**config.mk**
```make
export PLATFORM = sky130hd
export DESIGN_NAME = radix_converter_top
export DESIGN_NICKNAME = d
export VERILOG_FILES = /design/src/hdl/rc_pkg.sv /design/src/hdl/rc_front.sv /design/src/hdl/rc_back.sv /design/src/hdl/radix_converter_top.sv
export SDC_FILE = /design/constraint.sdc
export NUM_CORES = 1
export LEC_CHECK = 0
export BUFFER_PORTS_ARGS = -buffer_cell sky130_fd_sc_hd__buf_2
export CAP_MARGIN = 40
export CORE_UTILIZATION = 40
export CTS_BUF_LIST = sky130_fd_sc_hd__clkbuf_4 sky130_fd_sc_hd__clkbuf_8
export DETAILED_ROUTE_END_ITERATION = 10
export GPL_TIMING_DRIVEN = 0
export PLACE_DENSITY = 0.67
export SLEW_MARGIN = 25
export SYNTH_ARGS = -nofsm -noshare
export SYNTH_HDL_FRONTEND = slang
export SYNTH_SLANG_ARGS = --single-unit
```
**constraint.sdc**
```tcl
create_clock -name clk -period 15.1 [get_ports clk]
set_input_delay 3.02 -clock clk [delete_from_list [all_inputs] [get_ports clk]]
set_output_delay 3.02 -clock clk [all_outputs]
set_load 0.005 [all_outputs]
```
**src/hdl/rc_pkg.sv**
```systemverilog
// rc_pkg: shared types and constants for the radix converter.
// No dependencies.
`default_nettype none
package rc_pkg;
	localparam int unsigned BASE_W = 6;
	localparam int unsigned INT_W = 31;
	localparam int unsigned FRAC_W = 32;
	localparam int unsigned CHAR_W = 7;
	localparam int unsigned DIG_W = 6;

	localparam logic [CHAR_W-1:0] CH_DIGIT0 = 7'd48;
	localparam logic [CHAR_W-1:0] CH_LETTER = 7'd55;
	localparam logic [CHAR_W-1:0] CH_POINT = 7'd46;
	localparam logic [DIG_W-1:0] MAX_DIGIT_VALUE = 6'd9;
	localparam logic [BASE_W-1:0] BASE_RESET = 6'd10;
	localparam logic [BASE_W-1:0] BASE_MIN = 6'd2;
	localparam logic [BASE_W-1:0] BASE_MAX = 6'd32;

	localparam logic [0:0] REG_BASE = 1'b0;

	typedef struct packed {
		logic [INT_W-1:0] integer_part;
		logic [FRAC_W-1:0] fraction_part;
	} in_item_t;

	typedef struct packed {
		logic [CHAR_W-1:0] digit_char;
		logic is_last;
	} out_item_t;

	// queued job: operands plus the base latched at accept time
	typedef struct packed {
		logic [INT_W-1:0] whole;
		logic [FRAC_W-1:0] frac;
		logic [BASE_W-1:0] base;
	} job_t;

	typedef enum logic [2:0] {
		ST_IDLE,
		ST_DIV,
		ST_PUSH,
		ST_EMIT_INT,
		ST_EMIT_PT,
		ST_FRAC
	} state_t;

	function automatic logic [CHAR_W-1:0] to_char(input logic [DIG_W-1:0] v);
		logic [CHAR_W-1:0] ve;
		ve = {1'b0, v};
		return (v <= MAX_DIGIT_VALUE) ? (ve + CH_DIGIT0) : (ve + CH_LETTER);
	endfunction
endpackage
`default_nettype wire

```
**src/hdl/rc_front.sv**
```systemverilog
// rc_front: accepts items, clamps the base and holds a two-entry job queue.
// Depends on rc_pkg.
`default_nettype none
module rc_front (
	input wire logic clk,
	input wire logic arst_n,
	input wire rc_pkg::in_item_t in_item,
	input wire logic in_valid,
	output logic in_ready,
	input wire logic [rc_pkg::BASE_W-1:0] base,
	output rc_pkg::job_t job,
	output logic job_valid,
	input wire logic job_ready
);
	rc_pkg::job_t mem_q [2];
	logic wp_q, rp_q;
	logic [1:0] cnt_q;
	rc_pkg::job_t nj;
	logic [rc_pkg::BASE_W-1:0] b;

	always_comb begin
		if (base < rc_pkg::BASE_MIN) b = rc_pkg::BASE_MIN;
		else if (base > rc_pkg::BASE_MAX) b = rc_pkg::BASE_MAX;
		else b = base;
		nj.base = b;
		nj.whole = in_item.integer_part;
		nj.frac = in_item.fraction_part;
	end

	assign in_ready = (cnt_q != 2'd2);
	assign job_valid = (cnt_q != 2'd0);
	assign job = mem_q[rp_q];

	always_ff @(posedge clk) begin
		if (in_valid && in_ready) mem_q[wp_q] <= nj;
	end

	always_ff @(posedge clk or negedge arst_n) begin
		if (!arst_n) begin
			wp_q <= 1'b0;
			rp_q <= 1'b0;
			cnt_q <= 2'd0;
		end else begin
			if (in_valid && in_ready) wp_q <= ~wp_q;
			if (job_valid && job_ready) rp_q <= ~rp_q;
			cnt_q <= cnt_q + {1'b0, in_valid && in_ready} - {1'b0, job_valid && job_ready};
		end
	end
endmodule
`default_nettype wire

```
**src/hdl/rc_back.sv**
```systemverilog
// rc_back: bit-serial division for whole digits, digit stack, fraction multiply.
// Depends on rc_pkg.
`default_nettype none
module rc_back #(
	parameter int unsigned FRACTION_DIGITS = 10
) (
	input wire logic clk,
	input wire logic arst_n,
	input wire rc_pkg::job_t job,
	input wire logic job_valid,
	output logic job_ready,
	output rc_pkg::out_item_t out_item,
	output logic out_valid,
	input wire logic out_ready
);
	localparam int unsigned IW = rc_pkg::INT_W;
	localparam int unsigned FW = rc_pkg::FRAC_W;
	localparam int unsigned BW = rc_pkg::BASE_W;
	localparam int unsigned DW = rc_pkg::DIG_W;
	localparam int unsigned SD = 32;
	localparam int unsigned SPW = $clog2(SD + 1);
	localparam int unsigned BCW = $clog2(IW + 1);
	localparam int unsigned FCW = $clog2(FRACTION_DIGITS + 1);

	rc_pkg::state_t st_q, st_d;
	logic [IW-1:0] quo_q;
	logic [BW:0] rem_q;
	logic [FW-1:0] frac_q;
	logic [BW-1:0] base_q;
	logic [BCW-1:0] bit_q;
	logic [DW-1:0] stk_q [SD];
	logic [SPW-1:0] sp_q;
	logic [FCW-1:0] fcnt_q;
	logic out_valid_q;
	rc_pkg::out_item_t out_q;

	logic [BW:0] rsh;
	logic [FW+BW-1:0] prod;
	logic obuf_free;
	logic emit;

	assign rsh = {rem_q[BW-1:0], quo_q[IW-1]};
	assign prod = frac_q * {{FW{1'b0}}, base_q};
	assign obuf_free = !out_valid_q || out_ready;
	assign job_ready = (st_q == rc_pkg::ST_IDLE);
	assign out_valid = out_valid_q;
	assign out_item = out_q;

	always_comb begin
		st_d = st_q;
		emit = 1'b0;
		case (st_q)
			rc_pkg::ST_IDLE: begin
				if (job_valid) st_d = rc_pkg::ST_DIV;
			end
			rc_pkg::ST_DIV: begin
				if (bit_q == BCW'(IW - 1)) st_d = rc_pkg::ST_PUSH;
			end
			rc_pkg::ST_PUSH: begin
				if (quo_q == '0) st_d = rc_pkg::ST_EMIT_INT;
				else st_d = rc_pkg::ST_DIV;
			end
			rc_pkg::ST_EMIT_INT: begin
				if (obuf_free) begin
					emit = 1'b1;
					if (sp_q == SPW'(1)) st_d = rc_pkg::ST_EMIT_PT;
				end
			end
			rc_pkg::ST_EMIT_PT: begin
				if (obuf_free) begin
					emit = 1'b1;
					st_d = rc_pkg::ST_FRAC;
				end
			end
			rc_pkg::ST_FRAC: begin
				if (obuf_free) begin
					emit = 1'b1;
					if (fcnt_q == FCW'(FRACTION_DIGITS - 1)) st_d = rc_pkg::ST_IDLE;
				end
			end
			default: st_d = rc_pkg::ST_IDLE;
		endcase
	end

	always_ff @(posedge clk or negedge arst_n) begin
		if (!arst_n) st_q <= rc_pkg::ST_IDLE;
		else st_q <= st_d;
	end

	always_ff @(posedge clk) begin
		if (st_q == rc_pkg::ST_PUSH) stk_q[sp_q[$clog2(SD)-1:0]] <= rem_q[DW-1:0];
	end

	always_ff @(posedge clk or negedge arst_n) begin
		if (!arst_n) begin
			quo_q <= '0;
			rem_q <= '0;
			frac_q <= '0;
			base_q <= rc_pkg::BASE_RESET;
			bit_q <= '0;
			sp_q <= '0;
			fcnt_q <= '0;
			out_valid_q <= 1'b0;
			out_q <= '0;
		end else begin
			out_valid_q <= emit || (out_valid_q && !out_ready);
			case (st_q)
				rc_pkg::ST_IDLE: begin
					if (job_valid) begin
						quo_q <= job.whole;
						frac_q <= job.frac;
						base_q <= job.base;
						rem_q <= '0;
						bit_q <= '0;
						sp_q <= '0;
					end
				end
				rc_pkg::ST_DIV: begin
					// restoring division, one quotient bit per cycle
					if (rsh >= {1'b0, base_q}) begin
						rem_q <= rsh - {1'b0, base_q};
						quo_q <= {quo_q[IW-2:0], 1'b1};
					end else begin
						rem_q <= rsh;
						quo_q <= {quo_q[IW-2:0], 1'b0};
					end
					bit_q <= bit_q + 1'b1;
				end
				rc_pkg::ST_PUSH: begin
					sp_q <= sp_q + 1'b1;
					rem_q <= '0;
					bit_q <= '0;
				end
				rc_pkg::ST_EMIT_INT: begin
					if (obuf_free) begin
						out_q.digit_char <= rc_pkg::to_char(stk_q[sp_q[$clog2(SD)-1:0] - 1'b1]);
						out_q.is_last <= 1'b0;
						sp_q <= sp_q - 1'b1;
					end
				end
				rc_pkg::ST_EMIT_PT: begin
					if (obuf_free) begin
						out_q.digit_char <= rc_pkg::CH_POINT;
						out_q.is_last <= 1'b0;
						fcnt_q <= '0;
					end
				end
				rc_pkg::ST_FRAC: begin
					if (obuf_free) begin
						out_q.digit_char <= rc_pkg::to_char(prod[FW+DW-1:FW]);
						out_q.is_last <= (fcnt_q == FCW'(FRACTION_DIGITS - 1));
						frac_q <= prod[FW-1:0];
						fcnt_q <= fcnt_q + 1'b1;
					end
				end
				default: ;
			endcase
		end
	end
endmodule
`default_nettype wire

```
**src/hdl/radix_converter_top.sv**
```systemverilog
// Radix converter: a fixed-point number written as ASCII characters in a base 2..32.
// Whole digits come from a bit-serial divider, then one character per cycle while out_ready allows.
// The front queue holds up to two jobs; the back end takes the next job only when it is idle.
// Reset: arst_n async low; base returns to 10, queue and engine go idle.
// Depends on rc_pkg, rc_front, rc_back.
`default_nettype none
module radix_converter_top #(
	parameter int unsigned FRACTION_DIGITS = 10
) (
	input wire logic clk,
	input wire logic arst_n,
	input wire rc_pkg::in_item_t in_item,
	input wire logic in_valid,
	output logic in_ready,
	output rc_pkg::out_item_t out_item,
	output logic out_valid,
	input wire logic out_ready,
	input wire logic psel,
	input wire logic penable,
	input wire logic pwrite,
	input wire logic [2:0] paddr,
	input wire logic [31:0] pwdata,
	output logic [31:0] prdata,
	output logic pready
);
	logic [rc_pkg::BASE_W-1:0] base_q;
	rc_pkg::job_t job;
	logic job_valid, job_ready;

	assign pready = 1'b1;
	assign prdata = (paddr[2] == rc_pkg::REG_BASE) ? {26'd0, base_q} : 32'd0;

	always_ff @(posedge clk or negedge arst_n) begin
		if (!arst_n) base_q <= rc_pkg::BASE_RESET;
		else if (psel && penable && pwrite && paddr[2] == rc_pkg::REG_BASE)
			base_q <= pwdata[rc_pkg::BASE_W-1:0];
	end

	rc_front u_front (
		.clk(clk), .arst_n(arst_n), .in_item(in_item), .in_valid(in_valid),
		.in_ready(in_ready), .base(base_q), .job(job), .job_valid(job_valid),
		.job_ready(job_ready)
	);

	rc_back #(.FRACTION_DIGITS(FRACTION_DIGITS)) u_back (
		.clk(clk), .arst_n(arst_n), .job(job), .job_valid(job_valid),
		.job_ready(job_ready), .out_item(out_item), .out_valid(out_valid),
		.out_ready(out_ready)
	);
endmodule
`default_nettype wire

```
After elaboration in Yosys (flattened, before gate mapping) --
Memory sizes are Yosys's and may differ from the RTL's. Index checks and enable logic that the tools add are counted.
Cells by class: $lt $le $gt $ge 5, divide/modulo/power cells 0, equal/unequal tests 16, multipliers 1, bitwise logic cells 3, reductions and logical operators 28, shift-type cells 0, $add $sub $neg 12, multiplexer cells 41
Operator list (count):
- $mux 32 | 2
- $pmux 32 s2 | 1
- $pmux 31 s2 | 1
- $mux 6 | 7
- $mul 32x6->38 | 1
- $pmux 6 s3 | 2
- $logic_not 31->1 | 1
- $mux 31 | 1
- $add 6x6->7 const B | 4
- $mux 8 | 3
- $pmux 8 s3 | 1
- $mux 3 | 7
- $pmux 3 s6 | 1
- $pmux 5 s3 | 1
- $mux 7 | 2
- $ne 2x1->1 const B | 7
- $le 6x4->1 const B | 2
- $reduce_and 3->1 | 3
- $reduce_bool 3->1 | 3
- $mux 4 | 2
- $pmux 4 s2 | 1
- $reduce_bool 2->1 | 4
- $ge 7x6->1 | 1
- $mux 1 | 7
- 28 further kinds | 41
Word-level totals: ROM bits 0, logic and storage cells 123, input bits 105, flip-flop bits (word level) 112, memories 2, RAM bits 330, output and inout port bits 43, bits in latches 0
Memory list:
- u_back.stk_q | depth 32, bits a word 6, rd ports 1, clocked after memory_dff 0, write ports 1, line rc_back.sv:31 | logic [DW-1:0] stk_q [SD];
- u_front.mem_q | depth 2, bits a word 69, rd ports 1, clocked after memory_dff 0, write ports 1, line rc_front.sv:15 | rc_pkg::job_t mem_q [2];

Logic depth before layout (Yosys ltp) --
Gate-level depths: netlist of the first run. An unclocked memory read counts as a cell.
word-level depth 6, depth in mapped cells 21

Cells and area by module --
A second synthesis of the first run with hierarchy kept.
Unflattened totals: cell total of the unflattened synthesis 2090, area total of the unflattened synthesis 25346.8 um^2
Modules (own cells, without submodules):
- rc_back | seq. area each 8320.5 um^2, cells each 1796, instances 1, area each 19567.5 um^2
- rc_front | seq. area each 4244.1 um^2, cells each 246, instances 1, area each 5272.6 um^2
- radix_converter_top | seq. area each 152.6 um^2, cells each 48, instances 1, area each 506.7 um^2

Least setup slack after synthesis of the first run --
No wires, ideal clock.
path kind input-to-reg, start input in_valid, end memory u_front.mem_q[0][0] (netlist name) (enable), cell stages on the path 2, setup time 0.496 ns, required time 14.604 ns, setup slack 8.612 ns, buffers on the path 0, data arrival time 5.991 ns, path through nand2_1 -> nor2_1
On the way: cells in the longest elaborated chain, start to end 3
RTL lines:
- start, declared | line radix_converter_top.sv:13 | input wire logic in_valid,
- $logic_and 1x1->1 | line rc_front.sv:35 | if (in_valid && in_ready) mem_q[wp_q] <= nj;
- $mux 1 | line rc_front.sv:35
- $mux 1 (implied by the code) | line rc_front.sv:35
- end, declared | line rc_front.sv:15
Every way passes these cells.

Final worst setup path of the first run --
start register u_back.base_q[5], end register u_back.out_q, in the netlist u_back.out_item[3]
On the way: cells in the longest elaborated chain, start to end 5
RTL lines:
- start, declared | line rc_back.sv:29 | logic [BW-1:0] base_q;
- start signal, assigned | line rc_back.sv:99 | base_q <= rc_pkg::BASE_RESET;
- start signal, assigned | line rc_back.sv:112 | base_q <= job.base;
- $mul 32x6->38 (*) | line rc_back.sv:43 | assign prod = frac_q * {{FW{1'b0}}, base_q};
- $add 6x6->7 or $le 6x4->1 (tied branches) | line rc_pkg.sv:50 | return (v <= MAX_DIGIT_VALUE) ? (ve + CH_DIGIT0) : (ve + CH_LETTER);
- $mux 7 (*) | line rc_pkg.sv:50
- $mux 8 (*) | line rc_back.sv:149 | if (obuf_free) begin
- $pmux 8 s3 (*) | line rc_back.sv:107 | case (st_q)
- end, declared | line rc_back.sv:35 | rc_pkg::out_item_t out_q;
Mark *: on every way between the ends. The rest lies on a longest branch, timed or not. The select of a mux whose other input is x is not followed. A chain may end at the register's enable or synchronous reset.

==> run metrics, run 1 <==
root buf cell clkbuf_8; Slowest Stage Delay on Critical Path 0.67 ns; number of CTS-inserted buffers 73; cell taking the most area after synthesis edfxtp_1; WL final around 60000 um; CP Cell Sequence clkbuf_1 > and2_1 > fa_1 > fa_1 > inv_1 > fa_1 > inv_1 > ha_1 > a21oi_1 > o211ai_1 > a221oi_1 > o221ai_1 > or4_1 > and3_1 > inv_1 > ha_1 > nor2_1 > o211a_1 > o41ai_1 > a211oi_1; FFs w/ async S/R, synth 0.253; Initial DRC Count around 1200; first-pass GRT wire length 96100 um; placement row count 91; EDFF count, synth between 300 and 400; Max-slew headroom 0.394; drc violations 0; vias in the first global route about 17000; final hold vios 0; Slew Viols, Final 0; Synth top area share 0.393; maxcap violations 0; Fin Setup TNS 0 ns; Vias about 17000; Initial Util 0.407; setup skew after layout approximately 0.034 ns; Fillers 5621; final setup fails 0; Post-Synthesis Cells between 2000 and 2500; met1 Use GR 0.268; Reg clk slew, reported paths around 0.060 ns; DIE WIDTH ~250 um; Die Ht 253 um; syn_area_per_cell about 12 sq um; initial antenna violation count 2; slowest cell on the critical path clkbuf_1; HPWL after detailed placement roughly 44000 um; Via density approximately 5.3; Cell Area, Placed 27000 sq um; Sink Count around 440; synth unique cells between 80 and 90; clock latency on the worst-skew pair 0.67 ns; setup bufs post-CTS 0; met2 usage in global routing 0.306; layout cells sized above 1 0.164; largest net degree at the start of global routing 91; CTS tree yes; io pins ~150; Post-CTS Resized 0; Setup crit start kind register; Syn-to-layout area delta 13.2%; largest fanout on the critical path 10; Final Cycle Share 0.442; Buf/Inv on CP 4; Post-CTS Hold Buffers 0; unrepaired setup endpoints after global routing no; CP Class register to register; CP delay by family, top adder cells; Total Routing Usage GR 0.193; Min-Delay Path Class register to register; leading post-synthesis cells by cell area edfxtp_1 39%, dfrtp_1 11%, fa_1 9.7%; core area about 62000 sq um; Crit. End Element register; Synth Register Bits around 440; Max Fclk around 150 MHz; GPL Wtd Cong 0.953; GRT overflow 0; drt pass-1 iters 5; H-tree depth 3; status finished clean; Slew @ Worst Pin 0.909 ns; IO buf count just over 90; fin area approximately 29000 sq um; Die ar. roughly 64000 sq um; Syn Std Cell Area 25200 sq um; Antenna Nets Post-Route 0; fin nets ~2600; fin crit period roughly 6.7 ns; dominant synthesized flop cell edfxtp_1; Worst EP arrival 7.19 ns; WP data required approximately 16 ns; Top Usage Layer GRT met2; Yosys warnings 0; met3 GRT Util 0.0364; register area share after synthesis 0.504; Clock Path Buffers 3; wire length per cell ~19 um
[state kept, by name (all words and copies together) (netlist names)]
signal,cells
u_back.quo_q,31
u_front.wp_q,1
base_q,6
u_back.stk_q,192
u_back.out_item,8
u_back.rem_q,6
u_front.cnt_q,2
u_front.rp_q,1
u_back.fcnt_q,4
u_back.out_valid,1
u_back.frac_q,32
u_back.st_q,3
u_back.bit_q,5
u_back.sp_q,6
u_front.mem_q,138
u_back.base_q,6
[final cells by class]
class / count / area (sq um) / share of cell area
diodes: 1 / 2.50 / 0.0000876
inverters: 200 / 751 / 0.0263
repair buffers: 103 / 668 / 0.0234
flip-flops and latches: 442 / 12700 / 0.445
clock buffers: 98 / 1230 / 0.0431
well taps: 837 / 1050 / 0.0367
clock inverters: 36 / 272 / 0.00951
multi-input cells: 1363 / 11300 / 0.394
plain buffers: 120 / 606 / 0.0212
[kinds of logic (layout without fill, tap and decap cells)]
family,after synthesis,after routing,synth area share
XOR/XNOR,40,40,0.0142
AO/OA/AOI/OAI,337,337,0.0891
multiplexers,138,138,0.0812
adder cells (fa/ha/maj),191,191,0.131
buffers and inverters,320,557,0.0537
flip-flops,442,442,0.504
other,2,28,0.000298
AND/OR/NAND/NOR,630,630,0.126
[per-layer routing]
metal  share of wire  vias to the layer above
li1                -                     7760
met3           0.065                      115
met4           0.028                        2
met5         0.00022                        -
met2            0.46                      574
met1            0.45                     8441
[layout by cell type, fill, tap and decap left out, types with 9 or more instances in the layout]
master / count
edfxtp_1: 330
inv_1: 200
nand2_1: 190
and2_1: 189
fa_1: 122
o21ai_0: 116
dfrtp_1: 106
nor2_1: 103
buf_2: 101
clkbuf_8: 79
a21oi_1: 73
mux2i_1: 72
ha_1: 69
clkbuf_1: 67
mux4_2: 52
buf_4: 32
o221a_2: 30
xnor2_1: 27
conb_1: 27
nand3_1: 25
nor3_1: 19
clkbuf_4: 19
nor2b_1: 18
clkinv_1: 18
nand4_1: 15
mux2_2: 14
nand2b_1: 13
a211oi_1: 12
nor4_1: 12
xor2_1: 12
or3_1: 10
o22ai_1: 9
a21o_1: 9
[final timing paths]
path                               startpoint            endpoint  slack [ns]  cells past startpoint
setup / recovery             u_back.base_q[5]  u_back.out_item[3]        8.42                     20
hold / removal             u_back.out_item[0]  u_back.out_item[0]        0.48                      2
setup reg to reg             u_back.base_q[5]  u_back.out_item[3]        8.42                     20
hold reg to reg            u_back.out_item[0]  u_back.out_item[0]        0.48                      2
max in group asynchronous              arst_n        u_front.wp_q       12.12                      2
min in group asynchronous              arst_n   u_back.frac_q[18]        2.20                      1
[cell usage after synthesis (all sizes together) (9+ instances only)]
cell type    n
a211oi      13
a21o         9
a21oi       73
and2       189
and3         9
buf         53
clkbuf      67
dfrtp      108
edfxtp     330
fa         122
ha          69
inv        200
mux2        14
mux2i       72
mux4        52
nand2      190
nand2b      13
nand3       25
nand4       15
nor2       104
nor2b       18
nor3        19
nor4        12
o21ai      122
o221a       30
o22ai        9
or3         10
xnor2       27
xor2        13
[per-stage QoR]
stage / hold WS (ns) / setup WS [ns] / instances / utilization
3_3_place_gp: 0.463 / 6.87 / 3054 / 0.432
4_1_cts: 0.484 / 8.50 / 3198 / 0.460
3_5_place_dp: 0.470 / 8.51 / 3064 / 0.436
6_report: 0.483 / 8.42 / 3200 / 0.460
5_1_grt: 0.506 / 8.02 / 3200 / 0.460
2_1_floorplan: 0.458 / 8.61 / 2125 / -
[worst reg2reg max path, stage by stage, from the launching register on]
cell and delay (ns):
dfrtp_1 0.49, clkbuf_1 0.67, and2_1 0.27, fa_1 0.43, fa_1 0.55, inv_1 0.05, fa_1 0.53, inv_1 0.04
ha_1 0.40, a21oi_1 0.24, o211ai_1 0.14, a221oi_1 0.53, o221ai_1 0.35, or4_1 0.53, and3_1 0.22, inv_1 0.09
ha_1 0.25, nor2_1 0.11, o211a_1 0.25, o41ai_1 0.31, a211oi_1 0.09
Power of run 1 is not shown: default switching activity piles up to over one toggle a cycle in this logic, so the estimate is an artifact.
==> inputs of run 2 (changes only) <==
Settings changed: ABC_AREA set to 1, PLACE_DENSITY 0.67 to 0.69.
Clock period 15.1 ns to 5.7 ns, I/O delays scaled along.
==> run metrics, run 2 <==
setup skew after layout 0.0399 ns (+0.00573 ns); Top Usage Layer GRT met2; leading post-synthesis cells by cell area edfxtp_1 38%, nand2_1 11%, dfrtp_1 10%; number of CTS-inserted buffers 76 (+4.1%); Min-Delay Path Class input pin to async pin; worst r2r path cells 26 (+30%); Synth top cells by count 747 x nand2_1, 524 x inv_1, 330 x edfxtp_1, 254 x nor2_1, 174 x nand3_1; largest net degree at the start of global routing 88 (-3.3%); max FFs per register 192 (unchanged); Worst EP arrival 5.87 ns (-1.32 ns); most common cell in the synthesized netlist nand2_1; cell taking the most area after synthesis edfxtp_1; Die ar. 66000 sq um (+3.0%); Antenna Nets Post-Route 0 (unchanged); Setup crit start kind register; final hold vios 0 (unchanged); HPWL after detailed placement 50000 um (+13%); slowest cell on the critical path dfstp_2; largest fanout on the critical path 10 (unchanged); CP Class register to register; met2 usage in global routing 0.348 (+0.0415); Final Cycle Share 0.935 (+0.493); CTS tree yes; clock latency on the worst-skew pair 0.69 ns (+0.02 ns); Vias 19900 (+18%); maxcap violations 0 (unchanged); vias in the first global route 19400 (+13%); layout cells sized above 1 0.128 (-0.0357); Reg-to-Reg End u_back.out_item[2]; status finished clean; Initial Util 0.404 (-0.00260); Reg clk slew, reported paths 0.06 ns (about the same); drt pass-1 iters 5 (unchanged); CP delay by family, top adder cells; Max Fclk 188 MHz (+25%); fin crit period 5.33 ns (-1.35 ns); WL final 69400 um (+15%); Fillers 6029 (+7.3%); initial antenna violation count 3 (+1); Buf/Inv on CP 5 (+1); Slew @ Worst Pin 0.884 ns (-0.0250 ns); first-pass GRT wire length 108000 um (+13%); Yosys warnings 0 (unchanged); met3 GRT Util 0.0399 (+0.00350); DIE WIDTH 257 um (+1.5%); fin nets 3365 (+29%); commonest non-fill, non-tap cell in the layout nand2_1; Synth top area share 0.381 (-0.0116); Die Ht 257 um (+1.5%); synth unique cells 52 (-36%); Crit. End Element register; placement row count 93 (+2.2%); final setup fails 0 (unchanged); Crit path top cell by count nand2_1; WP data required 6.24 ns (-9.37 ns); register area share after synthesis 0.489 (-0.0148); FFs w/ async S/R, synth 0.253 (unchanged); Via density 4.99 (-5.5%); Post-Synthesis Cells 2866 (+36%); Initial DRC Count 1937 (+56%); root buf cell clkbuf_8; H-tree depth 3 (unchanged); drc violations 0 (unchanged); Synth Register Bits 442 (unchanged); Max-slew headroom 0.410 (+0.0166); IO buf count 92 (unchanged); Sink Count 442 (unchanged); EDFF count, synth 330 (unchanged); wire length per cell 17.4 um (-7.4%); dominant synthesized flop cell edfxtp_1; GRT overflow 0 (unchanged); R2R Setup Slk 0.37 ns (-8.05 ns); Total Routing Usage GR 0.212 (+0.0186); syn_area_per_cell 9.07 sq um (-25%); Slowest Stage Delay on Critical Path 0.67 ns (about the same); core area 64300 sq um (+3.7%); Clock Path Buffers 3 (unchanged); most frequent cells in the layout 747 x nand2_1, 524 x inv_1, 330 x edfxtp_1; met1 Use GR 0.279 (+0.0112); Syn-to-layout area delta 13.5%; hold slack 0.318 ns (-0.165 ns); Post-CTS Hold Buffers 0 (unchanged); Critical R2R Launch u_back.base_q[3]; io pins 148 (unchanged); GPL Wtd Cong 0.953 (about the same); Syn Std Cell Area 26000 sq um (+3.0%); Slew Viols, Final 0 (unchanged)
[run 2: cell types whose count changed after synthesis, sizes merged, moves of 14 or more]
cell,previous run,this run
and2,189,2
inv,200,531
mux2,14,0
mux2i,72,1
mux4,52,0
nand2,190,754
nand3,25,180
nor2,104,256
nor2b,18,0
o211ai,7,38
o21ai,122,100
[run 2: cells by family (layout without fill, tap and decap cells)]
group,Yosys count,count (layout),synth area share
DFF,442,442,0.489
muxes,1,1,0.000385
buffers and inverters,666,905,0.103
adders and majority gates,191,191,0.127
and+or+nand+nor,1239,1239,0.195
AOI/OAI and AO/OA,285,285,0.0709
xor gates and xnor gates,40,40,0.0142
other,2,29,0.000289
[run 2: metal layers]
metal	wire length (um)	up-vias
met3	5390	123
met1	29200	9478
li1	-	9498
met2	32800	794
met4	1990	2
met5	14	-
[run 2: layout make-up]
class / instances / area, sq um / area share
Clock inverter: 28 / 209 / 0.00708
Tap cell: 855 / 1070 / 0.0362
Timing Repair Buffer: 106 / 728 / 0.0247
Sequential cell: 442 / 12700 / 0.431
Antenna cell: 2 / 5.00 / 0.000170
Clock buffer: 111 / 1360 / 0.0460
Multi-Input combinational cell: 1783 / 10700 / 0.363
Inverter: 534 / 2000 / 0.0679
Buffer: 126 / 701 / 0.0237
[run 2: worst max path at each step]
stage	from	end	slack [ns]	cells after the start
after global placement	in_valid	u_front.mem_q[1][28]	-0.83	3
final	u_back.base_q[3]	u_back.out_item[2]	0.37	26
after CTS	u_back.base_q[1]	u_back.out_item[2]	0.05	27
after floorplan	u_back.base_q[3]	u_back.out_item[2]	0.87	30
after detailed placement	u_back.base_q[3]	u_back.out_item[2]	-0.16	30
after global routing	u_back.base_q[1]	u_back.out_item[2]	-0.004	28
[run 2: timing repair]
action / CTS / global route
setup endpoints to repair: 7 / 7
resized for setup: 10 / 40
setup buffers: 0 / 0
pin swaps: 0 / 1
gates cloned: 0 / 0
[run 2: stage by stage]
stage | util | instance area (sq um) | cells | setup WS (ns) | TNS [ns]
after global routing | 0.459 | 29500 | 3987 | -0.00365 | -0.00365
after global placement | 0.429 | 27600 | 3838 | -0.833 | -111.45
final | 0.459 | 29500 | 3987 | 0.369 | 0
after detailed placement | 0.434 | 27900 | 3850 | -0.159 | -0.559
after floorplan | - | 26100 | 2891 | 0.867 | 0
after CTS | 0.458 | 29500 | 3988 | 0.0505 | 0
Power of run 2 is left out for the same reason.
==> inputs of run 3 (changes only) <==
Settings changed: CORE_MARGIN set to 5.
==> run metrics, run 3 (synthesized netlist as in run 2, its figures left out) <==
status finished clean; setup skew after layout 0.0424 ns (+0.00256 ns); vias in the first global route 19700 (+1.2%); worst r2r path cells 26 (unchanged); Fillers 6200 (+2.8%); Reg-to-Reg End u_back.out_item[2]; IO buf count 92 (unchanged); Total Routing Usage GR 0.197 (-0.0151); Max Fclk 188 MHz (about the same); Min-Delay Path Class input pin to async pin; drc violations 0 (unchanged); io pins 148 (unchanged); Die ar. 70200 sq um (+6.3%); core area 64500 sq um (+0.18%); wire length per cell 17.6 um (+0.94%); Worst setup endpoint u_back.out_item[2]; WL final 70000 um (+0.92%); WP data required 6.24 ns (about the same); largest fanout on the critical path 10 (unchanged); Initial DRC Count 1796 (-7.3%); CTS tree yes; number of CTS-inserted buffers 75 (-1.3%); Fin Setup TNS 0 ns (unchanged); area occupied by multi-input gates 10700 sq um (about the same); Slew Viols, Final 0 (unchanged); Critical R2R Launch u_back.base_q[3]; max FFs per register 192 (unchanged); H-tree depth 3 (unchanged); clock latency on the worst-skew pair 0.68 ns (about the same); R2R Setup Slk 0.37 ns (about the same); drt pass-1 iters 6 (+1); fin nets 3365 (unchanged); Die Ht 265 um (+3.1%); HPWL after detailed placement 50800 um (+1.5%); placement row count 93 (unchanged); Antenna Nets Post-Route 0 (unchanged); root buf cell clkbuf_8; Worst EP arrival 5.88 ns (about the same); Setup crit start kind register; commonest non-fill, non-tap cell in the layout nand2_1; most frequent cells in the layout 746 x nand2_1, 524 x inv_1, 330 x edfxtp_1; Crit. End Element register; Post-CTS Hold Buffers 0 (unchanged); maxcap violations 0 (unchanged); Final Cycle Share 0.935 (about the same); Via density 5.04 (+0.97%); GRT overflow 0 (unchanged); final hold vios 0 (unchanged); layout cells sized above 1 0.127 (-0.000958); largest net degree at the start of global routing 79 (-10%); unrepaired setup endpoints after global routing no; Clock Path Buffers 3 (unchanged); Max-slew headroom 0.402 (-0.00816); Sequential Area 12700 sq um (about the same); Sink Count 442 (unchanged); DIE WIDTH 265 um (+3.1%); Vias 20100 (+0.94%); CP Class register to register; Slew @ Worst Pin 0.897 ns (+0.0122 ns); first-pass GRT wire length 109000 um (+0.84%); Syn-to-layout area delta 13.4%; Crit. Startpoint u_back.base_q[3]; Initial Util 0.403 (-0.000729); GPL Wtd Cong 0.927 (-2.8%); initial antenna violation count 1 (-2); final setup fails 0 (unchanged); fin crit period 5.33 ns (+0.00158 ns); Reg clk slew, reported paths 0.06 ns (about the same)
## run 3: worst min path at each step
stage	from	cells past startpoint	endpoint
6_report	arst_n	1	u_back.frac_q[12]
5_1_grt	arst_n	1	u_back.frac_q[12]
4_1_cts	arst_n	1	u_back.frac_q[0]
3_5_place_dp	u_back.out_item[5]	2	u_back.out_item[5]
3_3_place_gp	u_back.out_item[5]	2	u_back.out_item[5]
2_1_floorplan	u_back.out_item[5]	2	u_back.out_item[5]
## run 3: layer usage
layer  vias to the layer above  GRT usage  share of wire
met2                       875      0.323           0.46
met5                         -          0              0
met3                       155     0.0378          0.085
met1                      9556      0.266           0.42
met4                         0     0.0650          0.033
li1                       9497          -              -
## run 3: timing repair
item,CTS,global route
endpoints found under the setup margin,7,7
setup buffers,0,3
pin swaps,0,1
resized for setup,11,43
hold endpoints to repair,0,0
## run 3: metrics by stage
step                setup WS [ns]  area (sq um)  hold WS, ns  std cells   util
finish                      0.368         29500        0.350       3986  0.457
global route               0.0128         29500        0.347       3986  0.457
CTS                       0.00142         29400        0.303       3987  0.457
detailed placement         -0.268         27900        0.475       3850  0.433
global placement           -0.857         27600        0.468       3838  0.429
floorplan                   0.867         26100        0.472       2891      -
## run 3: worst max-delay path, cell delays in order, from the launching register on
cell and delay (ns):
dfstp_2 0.66, clkbuf_4 0.27, nand2_1 0.07, inv_1 0.07
fa_1 0.44, fa_1 0.55, inv_1 0.05, fa_1 0.52
inv_1 0.04, ha_1 0.38, a21oi_2 0.23, nand2_1 0.15
a21oi_1 0.14, nand2_1 0.16, nand2_1 0.15, nand2_1 0.07
nand2_1 0.05, nand2_1 0.14, ha_1 0.26, nand2_1 0.08
nand3_1 0.19, nand2_2 0.17, nand2_1 0.06, nand3_1 0.07
nand3_1 0.08, o21ai_1 0.09, inv_1 0.05
## run 3: layout make-up
cell class	instances	area share
timing repair buffer	107	0.0256
tap	855	0.0363
buffer	126	0.0237
clock inverter	32	0.00721
sequential	442	0.432
inverter	534	0.0680
clock buffer	106	0.0438
multi-input combinational	1783	0.364
antenna	1	0.0000849
Power of run 3 is left out for the same reason.
